<file path="src/hdl/crt_pkg.sv">
// Package for the CAN register request tracker.
// Holds command, result and register codes, frame constants and shared types.
// No dependencies.
package crt_pkg;

    localparam int DEF_NUM_SLOTS = 8;

    localparam logic [1:0] CMD_READ  = 2'd0;
    localparam logic [1:0] CMD_WRITE = 2'd1;
    localparam logic [1:0] CMD_FRAME = 2'd2;
    localparam logic [1:0] CMD_TICK  = 2'd3;

    localparam logic [2:0] KIND_TX        = 3'd0;
    localparam logic [2:0] KIND_COMPLETE  = 3'd1;
    localparam logic [2:0] KIND_TIMEOUT   = 3'd2;
    localparam logic [2:0] KIND_NO_SLOT   = 3'd3;
    localparam logic [2:0] KIND_BAD_LEN   = 3'd4;
    localparam logic [2:0] KIND_UNMATCHED = 3'd5;
    localparam logic [2:0] KIND_NO_ACK    = 3'd6;

    localparam logic [1:0] CFG_NODE_ADDR   = 2'd0;
    localparam logic [1:0] CFG_READ_TMO    = 2'd1;
    localparam logic [1:0] CFG_WRITE_TMO   = 2'd2;

    localparam logic [15:0] BCAST_ADDR      = 16'hFFFF;
    localparam logic [7:0]  RST_TIMEOUT     = 8'd10;
    localparam logic [3:0]  MAX_WRITE_LEN   = 4'd8;
    localparam int          ACK_BIT         = 27;

    typedef struct packed {
        logic        valid;
        logic        bcast;
        logic [15:0] dev;
        logic [10:0] regnum;
        logic [7:0]  cd;
    } t_slot_entry;

    typedef struct packed {
        logic       hit;
        logic [7:0] cd_next;
    } t_scan_res;

endpackage

</file>
<file path="src/hdl/crt_intf.sv">
// Valid/ready channel interfaces for request beats and result beats.
// Depends on nothing but the field widths of the tracker.
interface crt_req_if;
    logic        valid;
    logic        ready;
    logic [1:0]  cmd;
    logic [15:0] dev_addr;
    logic [10:0] reg_num;
    logic [7:0]  timeout_ticks;
    logic [31:0] request_tag;
    logic [63:0] payload;
    logic [3:0]  payload_len;
    logic [28:0] frame_id;
    logic        frame_rtr;

    modport source (output valid, cmd, dev_addr, reg_num, timeout_ticks, request_tag,
                    payload, payload_len, frame_id, frame_rtr, input ready);
    modport sink (input valid, cmd, dev_addr, reg_num, timeout_ticks, request_tag,
                  payload, payload_len, frame_id, frame_rtr, output ready);
endinterface

interface crt_rsp_if;
    logic        valid;
    logic        ready;
    logic [2:0]  result_kind;
    logic [28:0] out_identifier;
    logic        out_rtr;
    logic [3:0]  out_len;
    logic [63:0] out_data;
    logic [31:0] out_tag;
    logic [2:0]  out_slot;
    logic        last_result;

    modport source (output valid, result_kind, out_identifier, out_rtr, out_len,
                    out_data, out_tag, out_slot, last_result, input ready);
    modport sink (input valid, result_kind, out_identifier, out_rtr, out_len,
                  out_data, out_tag, out_slot, last_result, output ready);
endinterface

</file>
<file path="src/hdl/can_register_request_tracker_top.sv">
// CAN register request tracker: slot table, scan sequencer and result register.
// Depends on crt_pkg, crt_intf (crt_req_if, crt_rsp_if) and crt_scan_unit.
// Scan: an item walks the slots one per cycle while no result beat waits on o_rsp.ready, and
// each result is registered in the cycle that decides it: for an issue or frame, the first
// hit or the last slot; for a tick, every expiring slot.
// A new item is taken only when idle, after the single shared scan unit finishes the last one.
// Reset clears all slots and sets node address 0 and both default timeouts to 10.
module can_register_request_tracker_top #(
    parameter int NUM_SLOTS = crt_pkg::DEF_NUM_SLOTS
) (
    input  logic        i_clk,
    input  logic        i_rst_n,
    input  logic        i_cfg_we,
    input  logic [1:0]  i_cfg_idx,
    input  logic [15:0] i_cfg_data,
    crt_req_if.sink     i_req,
    crt_rsp_if.source   o_rsp
);
    localparam int IDX_W = (NUM_SLOTS > 1) ? $clog2(NUM_SLOTS) : 1;
    localparam logic [IDX_W-1:0] LAST_IDX = IDX_W'(NUM_SLOTS - 1);

    localparam logic S_IDLE = 1'b0;
    localparam logic S_SCAN = 1'b1;

    logic r_state, n_state;
    logic [IDX_W-1:0] r_idx, n_idx;

    logic [15:0] r_node_addr;
    logic [7:0]  r_def_rd;
    logic [7:0]  r_def_wr;

    logic [1:0]  r_cmd;
    logic [15:0] r_dev;
    logic [10:0] r_regnum;
    logic [7:0]  r_tmo;
    logic [31:0] r_tag;
    logic [63:0] r_pay;
    logic [3:0]  r_len;
    logic [28:0] r_fid;
    logic        r_frtr;

    logic [NUM_SLOTS-1:0] r_valid;
    logic [7:0]           r_cd     [NUM_SLOTS];
    logic                 r_bcast  [NUM_SLOTS];
    logic [15:0]          r_dev_a  [NUM_SLOTS];
    logic [10:0]          r_reg_a  [NUM_SLOTS];
    logic [31:0]          r_tag_a  [NUM_SLOTS];

    logic        r_out_valid;
    logic [2:0]  r_kind;
    logic [28:0] r_ident;
    logic        r_rtr;
    logic [3:0]  r_olen;
    logic [63:0] r_data;
    logic [31:0] r_otag;
    logic [2:0]  r_slot;
    logic        r_last;

    crt_pkg::t_slot_entry entry;
    crt_pkg::t_scan_res   res;

    logic        is_issue;
    logic        is_tick;
    logic        at_end;
    logic        can_load;
    logic        need_out;
    logic        proceed;
    logic        finish;
    logic        later;
    logic        bcast_req;
    logic [31:0] idx_wide;
    logic [63:0] wr_data;
    logic [28:0] req_ident;

    logic [2:0]  n_kind;
    logic [28:0] n_ident;
    logic        n_rtr;
    logic [3:0]  n_olen;
    logic [63:0] n_data;
    logic [31:0] n_otag;
    logic [2:0]  n_slot;
    logic        n_last;

    assign entry.valid  = r_valid[r_idx];
    assign entry.bcast  = r_bcast[r_idx];
    assign entry.dev    = r_dev_a[r_idx];
    assign entry.regnum = r_reg_a[r_idx];
    assign entry.cd     = r_cd[r_idx];

    crt_scan_unit u_scan (
        .i_cmd    (r_cmd),
        .i_len    (r_len),
        .i_tmo    (r_tmo),
        .i_fid    (r_fid),
        .i_def_rd (r_def_rd),
        .i_def_wr (r_def_wr),
        .i_entry  (entry),
        .o_res    (res)
    );

    assign is_issue  = (r_cmd == crt_pkg::CMD_READ) || (r_cmd == crt_pkg::CMD_WRITE);
    assign is_tick   = (r_cmd == crt_pkg::CMD_TICK);
    assign at_end    = (r_idx == LAST_IDX);
    assign can_load  = !r_out_valid || o_rsp.ready;
    assign need_out  = is_tick ? res.hit : (res.hit || at_end);
    assign proceed   = (r_state == S_SCAN) && (!need_out || can_load);
    assign finish    = is_tick ? at_end : (res.hit || at_end);
    assign idx_wide  = 32'(r_idx);
    assign bcast_req = (r_dev == crt_pkg::BCAST_ADDR);
    assign req_ident = {2'b00, (bcast_req ? crt_pkg::BCAST_ADDR : r_node_addr), r_regnum};

    always_comb begin
        later = 1'b0;
        for (int j = 0; j < NUM_SLOTS; j++) begin
            if ((j > int'(idx_wide)) && r_valid[j] && (r_cd[j] <= 8'd1)) begin
                later = 1'b1;
            end
        end
    end

    always_comb begin
        for (int b = 0; b < 8; b++) begin
            wr_data[b*8 +: 8] = (4'(b) < r_len) ? r_pay[b*8 +: 8] : 8'd0;
        end
    end

    always_comb begin
        n_kind  = crt_pkg::KIND_TX;
        n_ident = '0;
        n_rtr   = 1'b0;
        n_olen  = '0;
        n_data  = '0;
        n_otag  = '0;
        n_slot  = '0;
        n_last  = 1'b1;
        priority if (is_tick) begin
            n_kind = crt_pkg::KIND_TIMEOUT;
            n_otag = r_tag_a[r_idx];
            n_slot = idx_wide[2:0];
            n_last = !later;
        end else if (is_issue) begin
            if (res.hit) begin
                n_kind  = crt_pkg::KIND_TX;
                n_ident = req_ident;
                n_rtr   = (r_cmd == crt_pkg::CMD_READ);
                n_olen  = (r_cmd == crt_pkg::CMD_READ) ? 4'd0 : r_len;
                n_data  = (r_cmd == crt_pkg::CMD_READ) ? 64'd0 : wr_data;
                n_otag  = r_tag;
                n_slot  = idx_wide[2:0];
            end else if ((r_cmd == crt_pkg::CMD_WRITE) && (r_len > crt_pkg::MAX_WRITE_LEN)) begin
                n_kind = crt_pkg::KIND_BAD_LEN;
            end else begin
                n_kind = crt_pkg::KIND_NO_SLOT;
            end
        end else begin
            n_ident = r_fid;
            n_rtr   = r_frtr;
            n_olen  = r_len;
            n_data  = r_pay;
            if (res.hit) begin
                n_kind = r_fid[crt_pkg::ACK_BIT] ? crt_pkg::KIND_COMPLETE
                                                 : crt_pkg::KIND_NO_ACK;
                n_otag = r_tag_a[r_idx];
                n_slot = idx_wide[2:0];
            end else begin
                n_kind = crt_pkg::KIND_UNMATCHED;
            end
        end
    end

    always_comb begin
        n_state = r_state;
        n_idx   = r_idx;
        unique case (r_state)
            S_IDLE: begin
                if (i_req.valid) begin
                    n_state = S_SCAN;
                    n_idx   = '0;
                end
            end
            default: begin
                if (proceed) begin
                    if (finish) begin
                        n_state = S_IDLE;
                    end else begin
                        n_idx = r_idx + IDX_W'(1);
                    end
                end
            end
        endcase
    end

    always_ff @(posedge i_clk) begin
        if (!i_rst_n) begin
            r_state     <= S_IDLE;
            r_idx       <= '0;
            r_node_addr <= '0;
            r_def_rd    <= crt_pkg::RST_TIMEOUT;
            r_def_wr    <= crt_pkg::RST_TIMEOUT;
            r_valid     <= '0;
            r_out_valid <= 1'b0;
            for (int s = 0; s < NUM_SLOTS; s++) begin
                r_cd[s] <= '0;
            end
        end else begin
            r_state <= n_state;
            r_idx   <= n_idx;
            if (i_cfg_we) begin
                unique case (i_cfg_idx)
                    crt_pkg::CFG_NODE_ADDR: r_node_addr <= i_cfg_data;
                    crt_pkg::CFG_READ_TMO:  r_def_rd    <= i_cfg_data[7:0];
                    crt_pkg::CFG_WRITE_TMO: r_def_wr    <= i_cfg_data[7:0];
                    default: ;
                endcase
            end
            if (proceed && need_out) begin
                r_out_valid <= 1'b1;
            end else if (o_rsp.ready) begin
                r_out_valid <= 1'b0;
            end
            if (proceed) begin
                priority if (is_tick) begin
                    if (entry.valid) begin
                        r_cd[r_idx] <= res.cd_next;
                        if (res.hit) begin
                            r_valid[r_idx] <= 1'b0;
                        end
                    end
                end else if (is_issue) begin
                    if (res.hit) begin
                        r_valid[r_idx] <= 1'b1;
                        r_cd[r_idx]    <= res.cd_next;
                    end
                end else begin
                    if (res.hit && r_fid[crt_pkg::ACK_BIT]) begin
                        r_valid[r_idx] <= 1'b0;
                        r_cd[r_idx]    <= res.cd_next;
                    end
                end
            end
        end
    end

    always_ff @(posedge i_clk) begin
        if ((r_state == S_IDLE) && i_req.valid) begin
            r_cmd    <= i_req.cmd;
            r_dev    <= i_req.dev_addr;
            r_regnum <= i_req.reg_num;
            r_tmo    <= i_req.timeout_ticks;
            r_tag    <= i_req.request_tag;
            r_pay    <= i_req.payload;
            r_len    <= i_req.payload_len;
            r_fid    <= i_req.frame_id;
            r_frtr   <= i_req.frame_rtr;
        end
        if (proceed && is_issue && res.hit) begin
            r_bcast[r_idx] <= bcast_req;
            r_dev_a[r_idx] <= r_dev;
            r_reg_a[r_idx] <= r_regnum;
            r_tag_a[r_idx] <= r_tag;
        end
        if (proceed && need_out) begin
            r_kind  <= n_kind;
            r_ident <= n_ident;
            r_rtr   <= n_rtr;
            r_olen  <= n_olen;
            r_data  <= n_data;
            r_otag  <= n_otag;
            r_slot  <= n_slot;
            r_last  <= n_last;
        end
    end

    assign i_req.ready          = (r_state == S_IDLE);
    assign o_rsp.valid          = r_out_valid;
    assign o_rsp.result_kind    = r_kind;
    assign o_rsp.out_identifier = r_ident;
    assign o_rsp.out_rtr        = r_rtr;
    assign o_rsp.out_len        = r_olen;
    assign o_rsp.out_data       = r_data;
    assign o_rsp.out_tag        = r_otag;
    assign o_rsp.out_slot       = r_slot;
    assign o_rsp.last_result    = r_last;

endmodule

</file>
<file path="src/hdl/crt_scan_unit.sv">
// Shared per-slot compare and countdown unit, applied to one slot per cycle while the scan is not stalled.
// Depends on crt_pkg.
module crt_scan_unit (
    input  logic [1:0]          i_cmd,
    input  logic [3:0]          i_len,
    input  logic [7:0]          i_tmo,
    input  logic [28:0]         i_fid,
    input  logic [7:0]          i_def_rd,
    input  logic [7:0]          i_def_wr,
    input  crt_pkg::t_slot_entry i_entry,
    output crt_pkg::t_scan_res   o_res
);
    logic bad_len;
    logic expire;

    assign bad_len = (i_cmd == crt_pkg::CMD_WRITE) && (i_len > crt_pkg::MAX_WRITE_LEN);
    assign expire  = i_entry.cd <= 8'd1;

    always_comb begin
        o_res = '0;
        unique case (i_cmd)
            crt_pkg::CMD_READ, crt_pkg::CMD_WRITE: begin
                o_res.hit = !i_entry.valid && !bad_len;
                if (i_tmo != 8'd0) begin
                    o_res.cd_next = i_tmo;
                end else if (i_cmd == crt_pkg::CMD_READ) begin
                    o_res.cd_next = i_def_rd;
                end else begin
                    o_res.cd_next = i_def_wr;
                end
            end
            crt_pkg::CMD_FRAME: begin
                o_res.hit = i_entry.valid && (i_entry.regnum == i_fid[10:0]) &&
                            (i_entry.bcast || (i_entry.dev == i_fid[26:11]));
                o_res.cd_next = 8'd0;
            end
            default: begin
                o_res.hit     = i_entry.valid && expire;
                o_res.cd_next = expire ? 8'd0 : i_entry.cd - 8'd1;
            end
        endcase
    end
endmodule
</file>
<file path="src/flat_wrapper.sv">
// flat-port wrapper written by rule: the top's interface ports become plain ports
module can_register_request_tracker_top_flat 
#(
    parameter int NUM_SLOTS = crt_pkg::DEF_NUM_SLOTS
)
  (i_clk, i_rst_n, i_cfg_we, i_cfg_idx, i_cfg_data, i_req_valid, i_req_cmd, i_req_dev_addr, i_req_reg_num, i_req_timeout_ticks, i_req_request_tag, i_req_payload, i_req_payload_len, i_req_frame_id, i_req_frame_rtr, i_req_ready, o_rsp_valid, o_rsp_result_kind, o_rsp_out_identifier, o_rsp_out_rtr, o_rsp_out_len, o_rsp_out_data, o_rsp_out_tag, o_rsp_out_slot, o_rsp_last_result, o_rsp_ready);
  crt_req_if i_req_i ();
  crt_rsp_if o_rsp_i ();
  input  logic i_clk;
  input  logic i_rst_n;
  input  logic i_cfg_we;
  input  logic [1:0] i_cfg_idx;
  input  logic [15:0] i_cfg_data;
  input wire logic [$bits(i_req_i.valid)-1:0] i_req_valid;
  input wire logic [$bits(i_req_i.cmd)-1:0] i_req_cmd;
  input wire logic [$bits(i_req_i.dev_addr)-1:0] i_req_dev_addr;
  input wire logic [$bits(i_req_i.reg_num)-1:0] i_req_reg_num;
  input wire logic [$bits(i_req_i.timeout_ticks)-1:0] i_req_timeout_ticks;
  input wire logic [$bits(i_req_i.request_tag)-1:0] i_req_request_tag;
  input wire logic [$bits(i_req_i.payload)-1:0] i_req_payload;
  input wire logic [$bits(i_req_i.payload_len)-1:0] i_req_payload_len;
  input wire logic [$bits(i_req_i.frame_id)-1:0] i_req_frame_id;
  input wire logic [$bits(i_req_i.frame_rtr)-1:0] i_req_frame_rtr;
  output wire logic [$bits(i_req_i.ready)-1:0] i_req_ready;
  output wire logic [$bits(o_rsp_i.valid)-1:0] o_rsp_valid;
  output wire logic [$bits(o_rsp_i.result_kind)-1:0] o_rsp_result_kind;
  output wire logic [$bits(o_rsp_i.out_identifier)-1:0] o_rsp_out_identifier;
  output wire logic [$bits(o_rsp_i.out_rtr)-1:0] o_rsp_out_rtr;
  output wire logic [$bits(o_rsp_i.out_len)-1:0] o_rsp_out_len;
  output wire logic [$bits(o_rsp_i.out_data)-1:0] o_rsp_out_data;
  output wire logic [$bits(o_rsp_i.out_tag)-1:0] o_rsp_out_tag;
  output wire logic [$bits(o_rsp_i.out_slot)-1:0] o_rsp_out_slot;
  output wire logic [$bits(o_rsp_i.last_result)-1:0] o_rsp_last_result;
  input wire logic [$bits(o_rsp_i.ready)-1:0] o_rsp_ready;
  assign i_req_i.valid = i_req_valid;
  assign i_req_i.cmd = i_req_cmd;
  assign i_req_i.dev_addr = i_req_dev_addr;
  assign i_req_i.reg_num = i_req_reg_num;
  assign i_req_i.timeout_ticks = i_req_timeout_ticks;
  assign i_req_i.request_tag = i_req_request_tag;
  assign i_req_i.payload = i_req_payload;
  assign i_req_i.payload_len = i_req_payload_len;
  assign i_req_i.frame_id = i_req_frame_id;
  assign i_req_i.frame_rtr = i_req_frame_rtr;
  assign i_req_ready = i_req_i.ready;
  assign o_rsp_valid = o_rsp_i.valid;
  assign o_rsp_result_kind = o_rsp_i.result_kind;
  assign o_rsp_out_identifier = o_rsp_i.out_identifier;
  assign o_rsp_out_rtr = o_rsp_i.out_rtr;
  assign o_rsp_out_len = o_rsp_i.out_len;
  assign o_rsp_out_data = o_rsp_i.out_data;
  assign o_rsp_out_tag = o_rsp_i.out_tag;
  assign o_rsp_out_slot = o_rsp_i.out_slot;
  assign o_rsp_last_result = o_rsp_i.last_result;
  assign o_rsp_i.ready = o_rsp_ready;
  can_register_request_tracker_top #(.NUM_SLOTS(NUM_SLOTS)) u_core (.i_clk(i_clk), .i_rst_n(i_rst_n), .i_cfg_we(i_cfg_we), .i_cfg_idx(i_cfg_idx), .i_cfg_data(i_cfg_data), .i_req(i_req_i), .o_rsp(o_rsp_i));
endmodule
</file>
<file path="config.mk">
export PLATFORM = sky130hd
export DESIGN_NAME = can_register_request_tracker_top_flat
export DESIGN_NICKNAME = d
export VERILOG_FILES = /design/src/hdl/crt_pkg.sv /design/src/hdl/crt_intf.sv /design/src/hdl/can_register_request_tracker_top.sv /design/src/hdl/crt_scan_unit.sv /design/src/flat_wrapper.sv
export SDC_FILE = /design/constraint.sdc
export NUM_CORES = 1
export LEC_CHECK = 0
export BUFFER_PORTS_ARGS = -buffer_cell sky130_fd_sc_hd__buf_4
export CORE_ASPECT_RATIO = 1.4
export CORE_MARGIN = 4
export CORE_UTILIZATION = 59
export DETAILED_ROUTE_END_ITERATION = 16
export GPL_TIMING_DRIVEN = 0
export PLACE_DENSITY_LB_ADDON = 0.12
export RECOVER_POWER = 50
export SETUP_SLACK_MARGIN = 0.02
export SLEW_MARGIN = 5
export SYNTH_ARGS = -nofsm -noshare
export SYNTH_HDL_FRONTEND = slang
export SYNTH_SLANG_ARGS = --single-unit
</file>
<file path="constraint.sdc">
create_clock -name i_clk -period 12.69 [get_ports i_clk]
set_input_delay 1.9035 -clock i_clk [delete_from_list [all_inputs] [get_ports i_clk]]
set_output_delay 1.9035 -clock i_clk [all_outputs]
set_load 0.01 [all_outputs]
</file>
Word-level counts from Yosys, hierarchy flattened
Memory sizes are Yosys's and may differ from the RTL's. A register that Yosys moved wholly into a read port is not among the register bits.
Index checks and enable logic that the tools add are counted.
- bits in registers: 349
- bits in writable memories: 544
- input bits: 190
- output and inout bits: 139
- memories: 5
- add/subtract/negate cells: 2
- magnitude comparators: 28
- equal/unequal tests: 14
- muxes and demuxes: 99
- bitwise operators: 6
- reductions and logical operators: 51
- memory list (name ; depth ; width ; read ports ; clocked after Yosys merged registers in ; wr ports ; line ; source):
    u_core.r_tag_a ; 8 ; 32 ; 1 ; 1 ; 1 ; can_register_request_tracker_top.sv:47 ; logic [31:0] r_tag_a [NUM_SLOTS];
    u_core.r_dev_a ; 8 ; 16 ; 1 ; 1 ; 1 ; can_register_request_tracker_top.sv:45 ; logic [15:0] r_dev_a [NUM_SLOTS];
    u_core.r_reg_a ; 8 ; 11 ; 1 ; 1 ; 1 ; can_register_request_tracker_top.sv:46 ; logic [10:0] r_reg_a [NUM_SLOTS];
    u_core.r_cd ; 8 ; 8 ; 9 ; 1 ; 8 ; can_register_request_tracker_top.sv:43 ; logic [7:0] r_cd [NUM_SLOTS];
    u_core.r_bcast ; 8 ; 1 ; 1 ; 1 ; 1 ; can_register_request_tracker_top.sv:44 ; logic r_bcast [NUM_SLOTS];
- operators with widths (operator ; number):
    two-way mux 64 bit ; 3
    two-way mux 8 bit ; 20
    two-way mux 32 bit ; 4
    <= comparator 8 x 1 -> 1 bit, second input constant ; 9
    two-way mux 3 bit ; 22
    two-way mux 1 bit ; 41
    two-way mux 29 bit ; 1
    logical AND 1 bit ; 28
    two-way mux 27 bit ; 1
    case mux 9 bit (2 select lines) ; 1
    == test 16 bit ; 1
    == test 16 bit, second input constant ; 1
    less-than comparator 3 x 4 -> 1 bit, first input constant ; 4
    two-way mux 16 bit ; 1
    greater-than comparator 3 bit, first input constant ; 4
    two-way mux 4 bit ; 3
    == test 11 bit ; 1
    bitwise AND 8 bit ; 1
    less-than comparator 1 x 4 -> 1 bit, first input constant ; 2
    less-than comparator 2 x 4 -> 1 bit, first input constant ; 2
    NOT 8 bit ; 1
    OR 8 bit ; 1
    nonzero test 8 bit ; 1
    OR reduction 8 bit ; 1
    25 further kinds ; 46

Depth between registers and ports, before layout
- depth in word-level cells: 17
- depth in mapped cells: 17
- gate-level depth less buffers: 11

Cells and area by module
Synthesis repeated with hierarchy kept, for this count alone.
- cells, all modules: 1882
- area, all modules: 34917.2 µm²
- by module, submodules not included (module ; instances ; cells each ; area each (µm²)):
    can_register_request_tracker_top ; 1 ; 1786 ; 34206.6
    crt_scan_unit ; 1 ; 96 ; 710.7

Least setup slack after synthesis
No wires, ideal clock.
- path type: reg-to-reg
- from: register (tool-made name)
- to: register u_core.r_last, in the netlist u_core.o_rsp.last_result (enable)
- data arrival time: 8.963 ns
- data required time: 12.055 ns
- slack: 3.093 ns
- cell stages (with the launch flop): 15
- path buffers: 5
- period minus slack after synthesis: 9.597 ns
- cell sequence: dfxtp_1 > buf_2 > buf_4 > buf_2 > buf_4 > buf_2 > mux4_2 > mux2i_1 > ha_1 > nor2_1 > and4bb_2 > a21o_1 > a2111o_1 > a21bo_2 > nor2_1
- RTL lines (item ; line ; source):
    end signal, assigned ; can_register_request_tracker_top.sv:270 ; r_last <= n_last;
    end, declared ; can_register_request_tracker_top.sv:57 ; logic r_last;

Worst setup path after layout
- from: input port i_req_valid
- to: register u_core.r_tag[11] (enable)
- longest elaborated chain between the ends: 1
- RTL lines (item ; line ; source):
    start, declared ; flat_wrapper.sv:14 ; input wire logic [$bits(i_req_i.valid)-1:0] i_req_valid;
    logical AND 1 bit ; can_register_request_tracker_top.sv:245 ; if ((r_state == S_IDLE) && i_req.valid) begin
    end signal, assigned ; can_register_request_tracker_top.sv:250 ; r_tag <= i_req.request_tag;
    end, declared ; can_register_request_tracker_top.sv:36 ; logic [31:0] r_tag;
No other way between the ends.
A chain may end at the register's enable or synchronous reset.

==> flow_summary.yaml <==
placed_design:
  gp_congestion: 0.972
  portBuffers: 328
  hpwl_um: 62000
  place_ws_ns: 6.40
floorplan:
  fp.coreArea_sq_um: 58700
  start_util_pct: 59.6
  die_h_um: 296
  io_pins: 329
  rows: 105
  die_area_sq_um: 63400
  die-width_um: 214
sta:
  fin_skew_ns: 0.0265
  drv_slew: 172
  fin_crit_sh_pct: 64.3
  fmax_mhz: 123
  max-slew-margin-rel_pct: -256
  setup_violations: 0
  rsz0062_at_grt: "false"
  hold_viol: 0
  tightest_slew_ns: 5.34
  fin_ws_ns: 4.54
  min_period_ns: 8.15
synth:
  synthXorXnorAreaFrac_pct: 0.550
  synth_fa_ha_area_share_pct: 0.214
  synth_compound_area_share_pct: 4.60
  synth_ff_type: "edfxtp_1"
  synth_area_leader_cell: "edfxtp_1"
  synth_area_leaders: "edfxtp_1, mux4_2, mux2i_1"
  synthCells: 1967
  synth-edff-count: 848
  yosysTopAreaCellShare_pct: 72.7
  synth.distinct_cells: 75
  yosysWarnings: 0
  synth-simple-area-share_pct: 6.40
  ys_seq_area_share_pct: 75.5
  synth_nets: 2163
  synth_area_per_cell_sq_um: 17.8
  ys_seq_elements: 896
  synth_top_family_by_area: "multiplexers"
  synth_mux_area_share_pct: 11.2
  synth-async-reset-ratio_pct: 0
  synth_area_sq_um: 35000
clock_network:
  cts-buffers-inserted: 83
  path_clk_slew_ns: 0.06
  cts.sinks: 896
  cts-root-buf: "clkbuf_16"
  htreeDepth: 3
  clk_path_buf_depth: 3
  cts_tree: "built"
  post_cts_buffers: 0
  hold_buffers: 0
  cts_resized: 0
  clock_latency_ns: 0.65
worst_setup_path:
  arrival_ns: 8.26
  critical_path.startpoint: "i_req_valid"
  path_cells: "clkbuf_4, nand2_1, clkinvlp_2, clkbuf_1"
  r2r-start: "u_core.r_state"
  cpLargestDelayFamily: "buffers and inverters"
  r2r-end: "u_core.r_tag[11]"
  slowest_stage: "clkbuf_1"
  path_class: "input pin to flop"
  crit_path_max_incr_delay_ns: 3.85
  startpoint_type: "input pin"
  cp-end-kind: "flop"
  reg2reg_depth: 4
  worst-path-max-fanout: 95
  crit_buf_inv: 3
  critical_path_required_ns: 12.80
  reg2reg_setup_slack_ns: 5.37
layout:
  final_common_cell: "edfxtp_1"
  final_cell_mix: "edfxtp_1, clkbuf_1, clkbuf_4, nand2_1, mux4_2"
  nNetsFinal: 2605
  drive_above_1_share_pct: 24.0
  area.growth.synth_to_final_pct: 18.7
  nFillCells: 3796
flow_run:
  maxCapViolCount: 3
global_routing:
  grt_pass1_wl_um: 131000
  grt_use_total_pct: 28.3
  first_global_vias: 20677
  grt_start_max_net_pins: 96
  grt_antenna_before_repair: 5
  overflow: 0
outcome:
  violations: "max-capacitance violations, max-slew violations"
  outcome: "finished, violations left"
routing:
  drt-pass1-iter-count: 6
  via_per_inst: 6.24
  wl_per_cell_um: 28.1
  wirelength_um: 90700
  num_vias: 20152
  drt_iter0_drc: 2238
  ant_nets: 0
  drc: 0
min_path:
  hold_depth: 2
  hold_path_class: "flop to flop"
  hold_end: "u_core.r_node_addr[10]"
  hold_start: "u_core.r_node_addr[10]"
pwr:
  irDropWorstVdd_v: 0.000127
  total_power_mw: 6.41
  power_density_nw_per_um2: 154
  internal_power_mw: 4.98
  power_frac_seq_pct: 52.8
  power.share.switching_pct: 22.3
  p_clk_share_pct: 40.3
  p_switching_mw: 1.43
  p_comb_share_pct: 6.8
  leakage_nw: 13.6
## sequential cells by signal (all words and copies together), names as in the netlist, 2 cells and up, named ones only
name                         flops
u_core.o_rsp.out_data           64
u_core.o_rsp.out_identifier     29
u_core.o_rsp.out_len             4
u_core.o_rsp.out_slot            3
u_core.o_rsp.out_tag            32
u_core.o_rsp.result_kind         3
u_core.r_bcast                   8
u_core.r_cd                     64
u_core.r_cmd                     2
u_core.r_def_rd                  8
u_core.r_def_wr                  8
u_core.r_dev                    16
u_core.r_dev_a                 128
u_core.r_fid                    29
u_core.r_idx                     3
u_core.r_len                     4
u_core.r_node_addr              16
u_core.r_pay                    64
u_core.r_reg_a                  88
u_core.r_regnum                 11
u_core.r_tag                    32
u_core.r_tag_a                 256
u_core.r_tmo                     8
## area by class of cell
class,instances,area (sq um),share of cell area (%)
Clock inverter,63,724,1.74
Timing Repair Buffer,357,2680,6.44
Sequential cell,896,26400,63.6
Buffer,100,507,1.22
Multi-Input combinational cell,964,8130,19.6
Clock buffer,91,2130,5.12
Tap cell,749,937,2.25
Inverter,7,27.5,0.0662
Antenna cell,4,10.0,0.0241
## synth_stat cells, types with 6 or more instances
library cell,count
ha_1,6
nand3_1,12
xor2_1,11
buf_1,11
a41oi_1,6
a22oi_1,24
nand4_1,8
buf_4,7
o21ai_0,74
a21oi_1,47
nand2b_1,7
mux2_2,24
a21boi_0,16
o22ai_1,37
clkbuf_1,53
nor2b_1,82
and3_1,10
or2_2,10
nand2_1,122
nor2_1,68
nor4_1,6
mux2i_1,108
nor3_1,75
buf_2,18
mux4_2,112
a31oi_1,9
buf_6,11
dfxtp_1,48
and2_1,10
xnor2_1,11
edfxtp_1,848
## worst max-delay path by stage
stage,end,depth (start not counted),slack [ns]
2_1_floorplan,u_core.o_rsp.last_result,14,3.09
3_3_place_gp,u_core.o_rsp.out_tag[15],14,-1.11
3_5_place_dp,u_core.r_cd[1][0],16,6.40
4_1_cts,u_core.r_cd[4][6],16,6.38
5_1_grt,u_core.r_tag[11],4,3.85
6_report,u_core.r_tag[11],4,4.54
## power groups by stage
stage / combinational, mW / sequential (mW) / clock [mW]
finish: 0.439 / 3.39 / 2.58
global route: 0.470 / 3.39 / 2.74
CTS: 0.451 / 3.38 / 2.62
detailed placement: 0.449 / 3.45 / 0
global placement: 0.432 / 3.46 / 0
floorplan: 0.250 / 3.44 / 0
## cell families after synthesis
group | Yosys count
and+or+nand+nor | 438
AOI/OAI and AO/OA | 251
adders and majority gates | 6
DFF | 896
xor gates and xnor gates | 22
muxes | 247
buffers and inverters | 107
## worst min-delay path, stage by stage (launching register included)
cell and delay (ns):
dfxtp_1 0.31, nand2_1 0.04, a21boi_0 0.07
## metal layers
layer,global-route usage (%),wire length [um],vias to the layer above
li1,-,-,8698
met1,37.6,33900,10204
met2,46.9,45600,1072
met3,5.58,8070,178
met5,0,0,-
met4,10.9,3090,0
## through the flow
step	hold slack (ns)	TNS (ns)	cell area, sq um	cells	util, %
global route	0.487	0	41600	3231	70.8
global placement	0.450	-148.38	38400	3044	65.4
finish	0.465	0	41600	3231	70.8
CTS	0.466	0	42000	3227	71.5
detailed placement	0.457	0	39100	3073	66.6
floorplan	0.439	0	35000	1967	-
(Power assumes the default switching activity.)
